===== config.mk =====
export PLATFORM = sky130hd
export DESIGN_NAME = sorted_interval_union_flat
export DESIGN_NICKNAME = d
export VERILOG_FILES = /design/src/design/siu_pkg.sv /design/src/design/siu_if.sv /design/src/design/siu_ctrl.sv /design/src/design/siu_dpath.sv /design/src/design/sorted_interval_union.sv /design/src/flat_wrapper.sv
export SDC_FILE = /design/constraint.sdc
export NUM_CORES = 2
export LEC_CHECK = 0
export ABC_CLOCK_PERIOD_IN_PS = 9800
export BUFFER_PORTS_ARGS = -buffer_cell sky130_fd_sc_hd__buf_2
export CORE_MARGIN = 2
export CORE_UTILIZATION = 28
export DETAILED_ROUTE_END_ITERATION = 8
export GPL_ROUTABILITY_DRIVEN = 0
export PLACE_DENSITY_LB_ADDON = 0.12
export REMOVE_ABC_BUFFERS = 1
export SYNTH_ARGS = -nofsm -noshare
export SYNTH_HDL_FRONTEND = slang
export SYNTH_SLANG_ARGS = --single-unit

===== constraint.sdc =====
create_clock -name clk -period 9.8 [get_ports clk]
set_clock_uncertainty 0.1 [all_clocks]
set_input_delay 0 -clock clk [delete_from_list [all_inputs] [get_ports clk]]
set_output_delay 0 -clock clk [all_outputs]
set_load 0.02 [all_outputs]

===== src/design/siu_pkg.sv =====
package siu_pkg;

  // Width and reset value of the capacity register
  localparam int unsigned CFG_W = 5;
  localparam logic [CFG_W-1:0] CAP_RESET = 5'd16;

  typedef enum logic [2:0] {
    ST_IDLE,
    ST_BUILD,
    ST_FLUSH,
    ST_PRIME,
    ST_EMIT,
    ST_OVF
  } siu_state_t;

  // Commands from the controller to the datapath
  typedef struct packed {
    logic accept;
    logic build_step;
    logic flush;
    logic emit_load;
    logic ovf_load;
  } siu_cmd_t;

  // Status from the datapath to the controller
  typedef struct packed {
    logic full;
    logic build_end;
    logic emit_end;
    logic out_free;
  } siu_status_t;

endpackage


===== src/design/siu_if.sv =====
interface siu_in_if #(
  parameter int VALUE_BITS = 32
);
  logic                         valid;
  logic                         ready;
  logic signed [VALUE_BITS-1:0] lower_bound;
  logic signed [VALUE_BITS-1:0] upper_bound;

  modport source (output valid, output lower_bound, output upper_bound, input ready);
  modport sink   (input valid, input lower_bound, input upper_bound, output ready);
endinterface

interface siu_out_if #(
  parameter int VALUE_BITS = 32,
  parameter int IDX_W      = 4,
  parameter int CNT_W      = 5
);
  logic                         valid;
  logic                         ready;
  logic signed [VALUE_BITS-1:0] entry_lower;
  logic signed [VALUE_BITS-1:0] entry_upper;
  logic [IDX_W-1:0]             entry_index;
  logic [CNT_W-1:0]             set_size;
  logic                         overflow_error;
  logic                         last;

  modport source (output valid, output entry_lower, output entry_upper, output entry_index,
                  output set_size, output overflow_error, output last, input ready);
  modport sink   (input valid, input entry_lower, input entry_upper, input entry_index,
                  input set_size, input overflow_error, input last, output ready);
endinterface

interface siu_cfg_if;
  logic                        valid;
  logic                        ready;
  logic [siu_pkg::CFG_W-1:0]   capacity_in_use;

  modport source (output valid, output capacity_in_use, input ready);
  modport sink   (input valid, input capacity_in_use, output ready);
endinterface


===== src/design/siu_ctrl.sv =====
module siu_ctrl (
  input  logic                 clk,
  input  logic                 rst_n,
  input  logic                 in_valid,
  output logic                 in_ready,
  input  siu_pkg::siu_status_t status,
  output siu_pkg::siu_cmd_t    cmd
);

  siu_pkg::siu_state_t state_r, state_nxt;

  always_comb begin
    state_nxt = state_r;
    unique case (state_r)
      siu_pkg::ST_IDLE: begin
        if (in_valid) begin
          state_nxt = status.full ? siu_pkg::ST_OVF : siu_pkg::ST_BUILD;
        end
      end
      siu_pkg::ST_BUILD: begin
        if (status.build_end) begin
          state_nxt = siu_pkg::ST_FLUSH;
        end
      end
      siu_pkg::ST_FLUSH: state_nxt = siu_pkg::ST_PRIME;
      siu_pkg::ST_PRIME: state_nxt = siu_pkg::ST_EMIT;
      siu_pkg::ST_EMIT: begin
        if (status.out_free && status.emit_end) begin
          state_nxt = siu_pkg::ST_IDLE;
        end
      end
      siu_pkg::ST_OVF: begin
        if (status.out_free) begin
          state_nxt = siu_pkg::ST_IDLE;
        end
      end
      default: state_nxt = siu_pkg::ST_IDLE;
    endcase
  end

  always_comb begin
    cmd      = '0;
    in_ready = 1'b0;
    unique case (state_r)
      siu_pkg::ST_IDLE: begin
        in_ready   = 1'b1;
        cmd.accept = in_valid;
      end
      siu_pkg::ST_BUILD: cmd.build_step = 1'b1;
      siu_pkg::ST_FLUSH: cmd.flush = 1'b1;
      siu_pkg::ST_PRIME: cmd = '0;
      siu_pkg::ST_EMIT:  cmd.emit_load = status.out_free;
      siu_pkg::ST_OVF:   cmd.ovf_load = status.out_free;
      default:           cmd = '0;
    endcase
  end

  always_ff @(posedge clk) begin
    if (!rst_n) begin
      state_r <= siu_pkg::ST_IDLE;
    end else begin
      state_r <= state_nxt;
    end
  end

endmodule


===== src/design/siu_dpath.sv =====
module siu_dpath #(
  parameter int CAPACITY   = 16,
  parameter int VALUE_BITS = 32,
  parameter int IDX_W      = 4,
  parameter int CNT_W      = 5
) (
  input  logic                         clk,
  input  logic                         rst_n,
  input  siu_pkg::siu_cmd_t            cmd,
  output siu_pkg::siu_status_t         status,
  input  logic signed [VALUE_BITS-1:0] in_lower_bound,
  input  logic signed [VALUE_BITS-1:0] in_upper_bound,
  input  logic                         cfg_valid,
  input  logic [siu_pkg::CFG_W-1:0]    cfg_capacity_in_use,
  output logic                         out_valid,
  input  logic                         out_ready,
  output logic signed [VALUE_BITS-1:0] out_entry_lower,
  output logic signed [VALUE_BITS-1:0] out_entry_upper,
  output logic [IDX_W-1:0]             out_entry_index,
  output logic [CNT_W-1:0]             out_set_size,
  output logic                         out_overflow_error,
  output logic                         out_last
);

  localparam int CMP_W = (CNT_W > siu_pkg::CFG_W) ? CNT_W : siu_pkg::CFG_W;

  // Interval store
  logic signed [VALUE_BITS-1:0] lower_mem [CAPACITY];
  logic signed [VALUE_BITS-1:0] upper_mem [CAPACITY];
  logic signed [VALUE_BITS-1:0] rd_lo_r, rd_hi_r;

  logic [siu_pkg::CFG_W-1:0] cap_r, cap_nxt;
  logic [CNT_W-1:0]          count_r, count_nxt;
  logic [CNT_W-1:0]          ptr_r, ptr_nxt;
  logic [CNT_W-1:0]          wr_r, wr_nxt;
  logic                      inserted_r, inserted_nxt;
  logic                      cur_valid_r, cur_valid_nxt;
  logic signed [VALUE_BITS-1:0] new_lo_r, new_lo_nxt, new_hi_r, new_hi_nxt;
  logic signed [VALUE_BITS-1:0] cur_lo_r, cur_lo_nxt, cur_hi_r, cur_hi_nxt;

  logic                         out_valid_r, out_valid_nxt;
  logic signed [VALUE_BITS-1:0] out_lo_r, out_lo_nxt, out_hi_r, out_hi_nxt;
  logic [IDX_W-1:0]             out_idx_r, out_idx_nxt;
  logic [CNT_W-1:0]             out_size_r, out_size_nxt;
  logic                         out_ovf_r, out_ovf_nxt;
  logic                         out_last_r, out_last_nxt;

  logic                         old_avail, take_new, build_end, emit_end, out_free, step;
  logic signed [VALUE_BITS-1:0] e_lo, e_hi;
  logic                         mem_we;
  logic [IDX_W-1:0]             rd_addr;

  assign old_avail = ptr_r < count_r;
  // New interval goes ahead of the first old entry whose lower bound is not below its own
  assign take_new  = !inserted_r && (!old_avail || !(rd_lo_r < new_lo_r));
  assign build_end = inserted_r && !old_avail;
  assign emit_end  = (ptr_r + CNT_W'(1)) == count_r;
  assign out_free  = !out_valid_r || out_ready;
  assign step      = cmd.build_step && !build_end;
  assign e_lo      = take_new ? new_lo_r : rd_lo_r;
  assign e_hi      = take_new ? new_hi_r : rd_hi_r;

  assign status.full      = (CMP_W'(count_r) >= CMP_W'(cap_r)) ||
                            (count_r == CNT_W'(CAPACITY));
  assign status.build_end = build_end;
  assign status.emit_end  = emit_end;
  assign status.out_free  = out_free;

  always_comb begin
    cap_nxt       = cfg_valid ? cfg_capacity_in_use : cap_r;
    count_nxt     = count_r;
    ptr_nxt       = ptr_r;
    wr_nxt        = wr_r;
    inserted_nxt  = inserted_r;
    cur_valid_nxt = cur_valid_r;
    new_lo_nxt    = new_lo_r;
    new_hi_nxt    = new_hi_r;
    cur_lo_nxt    = cur_lo_r;
    cur_hi_nxt    = cur_hi_r;
    mem_we        = 1'b0;

    if (cmd.accept) begin
      new_lo_nxt    = in_lower_bound;
      new_hi_nxt    = in_upper_bound;
      ptr_nxt       = '0;
      wr_nxt        = '0;
      inserted_nxt  = 1'b0;
      cur_valid_nxt = 1'b0;
    end

    // One stream element a cycle: open the first entry, merge into the open one, or close it and start anew
    if (step) begin
      if (take_new) begin
        inserted_nxt = 1'b1;
      end else begin
        ptr_nxt = ptr_r + CNT_W'(1);
      end
      if (!cur_valid_r) begin
        cur_valid_nxt = 1'b1;
        cur_lo_nxt    = e_lo;
        cur_hi_nxt    = e_hi;
      end else if (e_lo <= cur_hi_r) begin
        if (e_hi > cur_hi_r) begin
          cur_hi_nxt = e_hi;
        end
      end else begin
        mem_we     = 1'b1;
        wr_nxt     = wr_r + CNT_W'(1);
        cur_lo_nxt = e_lo;
        cur_hi_nxt = e_hi;
      end
    end

    if (cmd.flush) begin
      mem_we    = 1'b1;
      count_nxt = wr_r + CNT_W'(1);
      ptr_nxt   = '0;
    end

    if (cmd.emit_load) begin
      ptr_nxt = ptr_r + CNT_W'(1);
    end
  end

  // Read one ahead so that the read register holds the entry at ptr_r, apart from the read in the flush cycle
  assign rd_addr = (ptr_nxt < CNT_W'(CAPACITY)) ? ptr_nxt[IDX_W-1:0] : '0;

  always_ff @(posedge clk) begin
    if (mem_we) begin
      lower_mem[wr_r[IDX_W-1:0]] <= cur_lo_r;
      upper_mem[wr_r[IDX_W-1:0]] <= cur_hi_r;
    end
    rd_lo_r <= lower_mem[rd_addr];
    rd_hi_r <= upper_mem[rd_addr];
  end

  always_comb begin
    out_valid_nxt = out_valid_r;
    out_lo_nxt    = out_lo_r;
    out_hi_nxt    = out_hi_r;
    out_idx_nxt   = out_idx_r;
    out_size_nxt  = out_size_r;
    out_ovf_nxt   = out_ovf_r;
    out_last_nxt  = out_last_r;
    if (out_ready) begin
      out_valid_nxt = 1'b0;
    end
    if (cmd.emit_load) begin
      out_valid_nxt = 1'b1;
      out_lo_nxt    = rd_lo_r;
      out_hi_nxt    = rd_hi_r;
      out_idx_nxt   = ptr_r[IDX_W-1:0];
      out_size_nxt  = count_r;
      out_ovf_nxt   = 1'b0;
      out_last_nxt  = emit_end;
    end else if (cmd.ovf_load) begin
      out_valid_nxt = 1'b1;
      out_lo_nxt    = '0;
      out_hi_nxt    = '0;
      out_idx_nxt   = '0;
      out_size_nxt  = count_r;
      out_ovf_nxt   = 1'b1;
      out_last_nxt  = 1'b1;
    end
  end

  always_ff @(posedge clk) begin
    if (!rst_n) begin
      cap_r       <= siu_pkg::CAP_RESET;
      count_r     <= '0;
      ptr_r       <= '0;
      wr_r        <= '0;
      inserted_r  <= 1'b0;
      cur_valid_r <= 1'b0;
      out_valid_r <= 1'b0;
    end else begin
      cap_r       <= cap_nxt;
      count_r     <= count_nxt;
      ptr_r       <= ptr_nxt;
      wr_r        <= wr_nxt;
      inserted_r  <= inserted_nxt;
      cur_valid_r <= cur_valid_nxt;
      out_valid_r <= out_valid_nxt;
    end
  end

  always_ff @(posedge clk) begin
    new_lo_r   <= new_lo_nxt;
    new_hi_r   <= new_hi_nxt;
    cur_lo_r   <= cur_lo_nxt;
    cur_hi_r   <= cur_hi_nxt;
    out_lo_r   <= out_lo_nxt;
    out_hi_r   <= out_hi_nxt;
    out_idx_r  <= out_idx_nxt;
    out_size_r <= out_size_nxt;
    out_ovf_r  <= out_ovf_nxt;
    out_last_r <= out_last_nxt;
  end

  assign out_valid          = out_valid_r;
  assign out_entry_lower    = out_lo_r;
  assign out_entry_upper    = out_hi_r;
  assign out_entry_index    = out_idx_r;
  assign out_set_size       = out_size_r;
  assign out_overflow_error = out_ovf_r;
  assign out_last           = out_last_r;

endmodule


===== src/design/sorted_interval_union.sv =====
// Order: an accepted request passes through the build, flush, prime and emit states;
//   each result is registered out; an overflow result is loaded in the overflow state.
// Throughput: results leave one a cycle while taken; no new request is taken until the
//   build sweep and the emit sweep over the single-write-port interval store are done.
// Reset: synchronous, active low; clears the interval count, sets capacity to 16 and
//   leaves the interval store as it was.
module sorted_interval_union #(
  parameter int CAPACITY   = 16,
  parameter int VALUE_BITS = 32
) (
  input  logic       clk,
  input  logic       rst_n,
  siu_cfg_if.sink    cfg_ch,
  siu_in_if.sink     in_ch,
  siu_out_if.source  out_ch
);

  localparam int IDX_W = (CAPACITY > 1) ? $clog2(CAPACITY) : 1;
  localparam int CNT_W = $clog2(CAPACITY + 1);

  siu_pkg::siu_cmd_t    cmd;
  siu_pkg::siu_status_t status;

  assign cfg_ch.ready = 1'b1;

  siu_ctrl u_ctrl (
    .clk      (clk),
    .rst_n    (rst_n),
    .in_valid (in_ch.valid),
    .in_ready (in_ch.ready),
    .status   (status),
    .cmd      (cmd)
  );

  siu_dpath #(
    .CAPACITY   (CAPACITY),
    .VALUE_BITS (VALUE_BITS),
    .IDX_W      (IDX_W),
    .CNT_W      (CNT_W)
  ) u_dpath (
    .clk                 (clk),
    .rst_n               (rst_n),
    .cmd                 (cmd),
    .status              (status),
    .in_lower_bound      (in_ch.lower_bound),
    .in_upper_bound      (in_ch.upper_bound),
    .cfg_valid           (cfg_ch.valid),
    .cfg_capacity_in_use (cfg_ch.capacity_in_use),
    .out_valid           (out_ch.valid),
    .out_ready           (out_ch.ready),
    .out_entry_lower     (out_ch.entry_lower),
    .out_entry_upper     (out_ch.entry_upper),
    .out_entry_index     (out_ch.entry_index),
    .out_set_size        (out_ch.set_size),
    .out_overflow_error  (out_ch.overflow_error),
    .out_last            (out_ch.last)
  );

endmodule


===== src/flat_wrapper.sv =====
// flat-port wrapper written by rule: the top's interface ports become plain ports
module sorted_interval_union_flat 
#(
  parameter int CAPACITY   = 16,
  parameter int VALUE_BITS = 32
)
  (clk, rst_n, cfg_ch_valid, cfg_ch_capacity_in_use, cfg_ch_ready, in_ch_valid, in_ch_lower_bound, in_ch_upper_bound, in_ch_ready, out_ch_valid, out_ch_entry_lower, out_ch_entry_upper, out_ch_entry_index, out_ch_set_size, out_ch_overflow_error, out_ch_last, out_ch_ready);
  siu_cfg_if cfg_ch_i ();
  siu_in_if #(.VALUE_BITS(VALUE_BITS)) in_ch_i ();
  siu_out_if #(.VALUE_BITS(VALUE_BITS)) out_ch_i ();
  input  logic clk;
  input  logic rst_n;
  input wire logic [$bits(cfg_ch_i.valid)-1:0] cfg_ch_valid;
  input wire logic [$bits(cfg_ch_i.capacity_in_use)-1:0] cfg_ch_capacity_in_use;
  output wire logic [$bits(cfg_ch_i.ready)-1:0] cfg_ch_ready;
  input wire logic [$bits(in_ch_i.valid)-1:0] in_ch_valid;
  input wire logic [$bits(in_ch_i.lower_bound)-1:0] in_ch_lower_bound;
  input wire logic [$bits(in_ch_i.upper_bound)-1:0] in_ch_upper_bound;
  output wire logic [$bits(in_ch_i.ready)-1:0] in_ch_ready;
  output wire logic [$bits(out_ch_i.valid)-1:0] out_ch_valid;
  output wire logic [$bits(out_ch_i.entry_lower)-1:0] out_ch_entry_lower;
  output wire logic [$bits(out_ch_i.entry_upper)-1:0] out_ch_entry_upper;
  output wire logic [$bits(out_ch_i.entry_index)-1:0] out_ch_entry_index;
  output wire logic [$bits(out_ch_i.set_size)-1:0] out_ch_set_size;
  output wire logic [$bits(out_ch_i.overflow_error)-1:0] out_ch_overflow_error;
  output wire logic [$bits(out_ch_i.last)-1:0] out_ch_last;
  input wire logic [$bits(out_ch_i.ready)-1:0] out_ch_ready;
  assign cfg_ch_i.valid = cfg_ch_valid;
  assign cfg_ch_i.capacity_in_use = cfg_ch_capacity_in_use;
  assign cfg_ch_ready = cfg_ch_i.ready;
  assign in_ch_i.valid = in_ch_valid;
  assign in_ch_i.lower_bound = in_ch_lower_bound;
  assign in_ch_i.upper_bound = in_ch_upper_bound;
  assign in_ch_ready = in_ch_i.ready;
  assign out_ch_valid = out_ch_i.valid;
  assign out_ch_entry_lower = out_ch_i.entry_lower;
  assign out_ch_entry_upper = out_ch_i.entry_upper;
  assign out_ch_entry_index = out_ch_i.entry_index;
  assign out_ch_set_size = out_ch_i.set_size;
  assign out_ch_overflow_error = out_ch_i.overflow_error;
  assign out_ch_last = out_ch_i.last;
  assign out_ch_i.ready = out_ch_ready;
  sorted_interval_union #(.CAPACITY(CAPACITY), .VALUE_BITS(VALUE_BITS)) u_core (.clk(clk), .rst_n(rst_n), .cfg_ch(cfg_ch_i), .in_ch(in_ch_i), .out_ch(out_ch_i));
endmodule

==> out/metrics.sh <==
OUTCOME='complete, but fails checks'
VIOLATIONS='capacitance limit, slew limit'
CTSLONGESTPATHBUFFERS=3
CPMAXSTAGEDELAYCELL='sky130_fd_sc_hd__nor2_4'
CTS_SINKS=1317
TRITONCTS.NUM_BUFFERS=157
INITIALDRTVIOLATIONCOUNT=3559
GR-MAX-USAGE-LAYER='met2'
SEQ_AREA_FRAC_SYNTH_PCT=70.7
SYNTH_AREA_LEADER_CELL='sky130_fd_sc_hd__edfxtp_1'
DIE_WIDTH_UM=446
WIRELENGTH_ROUTED_MM=207
PERIOD_NEEDED_PS=9230
CRITPATHMAXFANOUT=37
YS.FLOP_TYPE='sky130_fd_sc_hd__edfxtp_1'
DRC=0
CLOCK_TRANSITION_TIME_AT_THE_FLIP_FLOP_CLOCK_PINS_OF_THE_WORST_SETUP_AND_HOLD_PATHS_PS=60
CLOCK_LATENCY_PS=820
WL_PER_CELL_UM=30.4
GROUTE.LAYER.MET1.USAGE_PCT=28.0
CRITICAL-PATH-TOP-DELAY-FAMILY='simple AND/OR/NAND/NOR gates'
RELSLEWSLACK_PCT=-1.23
WORST-SLEW-PIN-TRANSITION_PS=1480
NETLIST-CELL-TYPE-COUNT=60
PERIOD_SHARE_PCT=94.2
CTS_TREE='built'
FINAL.HOLD.WORST_SLACK_PS=203
HOLD_VIOLATIONS=0
SETUP_VIOLATIONS_FINAL=0
REPORT.POWER.TOTAL_mW=21.4
SETUP.WORST_PATH.START_CLASS='flip-flop'
IO_PINS=152
DIE_HEIGHT_UM=446
CLOCKROOTBUFFER='sky130_fd_sc_hd__clkbuf_16'
GRT-OVFL-TOTAL=0
DRT_PASS1_ITERATIONS=5
STD_CELL_ROWS=162
SYNTHESIS.AREA_UM2=54600
IR_WORST_VDD_mV=0.356
DETAILROUTE.VIA_COUNT=35600
YS_TOP_CELLS_BY_AREA='sky130_fd_sc_hd__edfxtp_1 (67%), sky130_fd_sc_hd__a2111oi_0 (4.1%), sky130_fd_sc_hd__dfxtp_1 (3.3%)'
DIE_AREA_UM2=199000
POWER_PER_CELL_AREA_nW_PER_UM2=328
LAYOUT.FILLER_CELLS=18900
POSTSYNTHCELLCOUNT=3882
FINAL_MAX_SLEW_VIOL_COUNT=1
GRT_START_MAX_NET_PINS=129
YOSYS_WARNINGS=0
PORT-BUFFER-COUNT=150
CRIT_PATH_CELL_TRACE='inv_1 > ha_1 > nand4_1 > or4_1 > o32a_1 > a2111oi_4 > nor2_1 > xor2_1 > nor2_1 > nor2_4 > buf_4 > mux2_2 > ha_1 > nand4_1 > nor4_1 > a21boi_0 > or3_1 > a31oi_4 > buf_4 > nor2_4 > buf_4'
CP_SLOWEST_STAGE_DELAY_PS=960
FIN_NETS=4319
NETLIST.AREA_LEADER.SHARE_PCT=67.4
CP_COMMON_CELL='sky130_fd_sc_hd__buf_4'
NUMBER_OF_LEVELS_IN_THE_CLOCK_H_TREE=4
ACHIEVABLE-FREQUENCY_MHz=108
RSZ0062_AT_GRT='false'
GRT.MET2_USAGE_PCT=33.3
CELLLEAKAGEPOWER_nW=22.4
DRV.MAX_CAP_VIOLATION_COUNT=1
SYNTHESIS.AREA_PER_INSTANCE_UM2=14.1
POSTCTS_SETUP_BUFS=0
GRT_USAGE_PCT=20.3
AREAGROWTHSYNTHTOFINISH_PCT=19.5
MET3_USAGE_PCT=3.26
POST-DP-HPWL_MM=124
PLACEDINSTANCEAREA_UM2=58500
SYNTH-ASYNC-RESET-RATIO_PCT=0
SETUP.WORST_PATH.CLASS='flip-flop to flip-flop'
FINAL_LAYOUT_SIZE_SUFFIX_GT1_SHARE_PCT=15.3
DESIGN_AREA_UM2=65300
VIAS_PER_CELL=5.23
NUMBER_OF_ANTENNA_VIOLATIONS_AT_THE_FIRST_CHECK_IN_GLOBAL_ROUTING=10
SETUP.WORST_PATH.END_CLASS='flip-flop'
SYNTH_EDF_COUNT=1226
CRITICAL_PATH_BUFFERS_AND_INVERTERS=4
CORE_UM2=194000
GRT_PASS1_VIAS=34800
TIMING.SETUP.TNS_PS=0
WORST-ENDPOINT-ARRIVAL_PS=9560
ANT_NETS=0
WORSTHOLDPATHTYPE='input port to flip-flop'
CP.REQUIRED_PS=10130
FLOORPLAN.INITIALDENSITY_PCT=28.1
SYNTH-SEQ-CELLS=1317
FIRST_PASS_GRT_WIRE_LENGTH_MM=286
==> synthesized netlist by cell type (3+ instances only) <==
cell type	number
sky130_fd_sc_hd__a2111oi_0	258
sky130_fd_sc_hd__a21boi_0	4
sky130_fd_sc_hd__a21o_1	32
sky130_fd_sc_hd__a21oi_1	88
sky130_fd_sc_hd__a221oi_1	66
sky130_fd_sc_hd__a31oi_1	5
sky130_fd_sc_hd__and2_1	73
sky130_fd_sc_hd__and3_1	4
sky130_fd_sc_hd__buf_1	6
sky130_fd_sc_hd__buf_2	42
sky130_fd_sc_hd__buf_4	9
sky130_fd_sc_hd__clkbuf_1	255
sky130_fd_sc_hd__dfxtp_1	91
sky130_fd_sc_hd__edfxtp_1	1226
sky130_fd_sc_hd__ha_1	110
sky130_fd_sc_hd__inv_1	400
sky130_fd_sc_hd__mux2_2	127
sky130_fd_sc_hd__mux2i_1	11
sky130_fd_sc_hd__nand2_1	42
sky130_fd_sc_hd__nand2b_1	8
sky130_fd_sc_hd__nand3_1	208
sky130_fd_sc_hd__nand4_1	23
sky130_fd_sc_hd__nor2_1	39
sky130_fd_sc_hd__nor2b_1	17
sky130_fd_sc_hd__nor3_1	9
sky130_fd_sc_hd__nor3b_1	3
sky130_fd_sc_hd__nor4_1	199
sky130_fd_sc_hd__o211a_1	4
sky130_fd_sc_hd__o211ai_1	4
sky130_fd_sc_hd__o21a_1	17
sky130_fd_sc_hd__o21ai_0	316
sky130_fd_sc_hd__o21ai_1	14
sky130_fd_sc_hd__o31ai_1	65
sky130_fd_sc_hd__o32ai_1	64
sky130_fd_sc_hd__or4_1	3
sky130_fd_sc_hd__xnor2_1	5
sky130_fd_sc_hd__xor2_1	5
==> cells by family after synthesis <==
family | Yosys count | synth area share (%)
DFF | 1317 | 70.7
other | 1 | 0.00686
xor gates and xnor gates | 10 | 0.160
adders and majority gates | 110 | 2.52
buffers and inverters | 713 | 5.07
AOI/OAI and AO/OA | 957 | 12.2
muxes | 138 | 2.82
and+or+nand+nor | 636 | 6.45
==> power by group <==
part | internal [mW] | switching (mW)
logic | 1.97 | 4.48
clock network | 3.53 | 2.44
registers | 7.71 | 1.26
==> final timing paths <==
path / start / end / slack, ps / cells after the start
worst max-delay path: u_core.u_dpath.new_lo_r[15] / u_core.u_dpath.lower_mem[3][10] / 570 / 21
worst min-delay path: rst_n / u_core.u_dpath.count_r[0] / 200 / 3
worst max register to register: u_core.u_dpath.new_lo_r[15] / u_core.u_dpath.lower_mem[3][10] / 570 / 21
worst min register to register: u_core.u_dpath.cur_valid_r / u_core.u_dpath.cur_valid_r / 380 / 2
==> metrics by stage <==
stage | utilization (%) | worst slack [ps] | std cells
after floorplan | - | -10280 | 3569
after global placement | 30.1 | 539 | 6359
after detailed placement | 30.1 | 487 | 6359
after CTS | 33.6 | 409 | 6802
after global routing | 33.6 | 124 | 6807
final | 33.6 | 567 | 6808
==> layout make-up <==
type / instances / area (um2) / share of cell area, %
Sequential cell: 1317 / 38600 / 59.2
Multi-Input combinational cell: 1853 / 13600 / 20.8
Clock buffer: 210 / 4290 / 6.57
Timing Repair Buffer: 406 / 3190 / 4.89
Tap cell: 2542 / 3180 / 4.87
Inverter: 400 / 1500 / 2.30
Clock inverter: 78 / 923 / 1.41
Antenna cell: 2 / 5.00 / 0.00766
==> tightest hold or removal path: stages <==
cell and delay (ps):
sky130_fd_sc_hd__dlygate4sd3_1 530, sky130_fd_sc_hd__buf_2 330, sky130_fd_sc_hd__o211a_1 200
==> metal layers <==
layer | vias to the layer above | share of wire [%]
met5 | - | 0
met4 | 0 | 2.3
met3 | 206 | 5.5
met2 | 1162 | 48
met1 | 18500 | 44
li1 | 15700 | -
==> cell usage in the layout (no fill, tap or decap), drive strengths merged, types with 5 or more instances in the layout <==
master	count
clkinv	51
dlygate4sd3	155
bufinv	17
dfxtp	91
mux2i	11
ha	110
a2111oi	259
inv	407
o32ai	64
buf	248
a21o	32
o31ai	65
nor2b	17
o21ai	331
xnor2	5
nor3	10
nor4	199
a221oi	66
nand3	209
mux2	127
nand2	42
o21a	17
nand4	23
xor2	5
and2	73
a21oi	89
edfxtp	1226
nor2	41
clkbuf	213
nand2b	8
a31oi	6
==> repair_timing <==
item	4_1_cts	5_1_grt
resized for setup	0	1
endpoints found under the setup margin	0	110
endpoints found under the hold margin	91	0
hold buffers	155	0
==> registers in the layout, indices dropped and copies added, names as in the netlist, 3 cells and up <==
| name | count |
|---|---|
| u_core.u_dpath.out_set_size | 5 |
| u_core.u_dpath.wr_r | 5 |
| u_core.u_dpath.count_r | 5 |
| u_core.u_dpath.out_entry_index | 4 |
| u_core.u_dpath.lower_mem | 512 |
| u_core.u_ctrl.state_r | 3 |
| u_core.u_dpath.new_hi_r | 32 |
| u_core.u_dpath.rd_hi_r | 32 |
| u_core.u_dpath.upper_mem | 512 |
| u_core.u_dpath.cur_hi_r | 32 |
| u_core.u_dpath.out_entry_upper | 32 |
| u_core.u_dpath.rd_lo_r | 32 |
| u_core.u_dpath.new_lo_r | 32 |
| u_core.u_dpath.cur_lo_r | 32 |
| u_core.u_dpath.cap_r | 5 |
| u_core.u_dpath.ptr_r | 5 |
| u_core.u_dpath.out_entry_lower | 32 |
No activity file was read; power rests on OpenSTA's default activity.
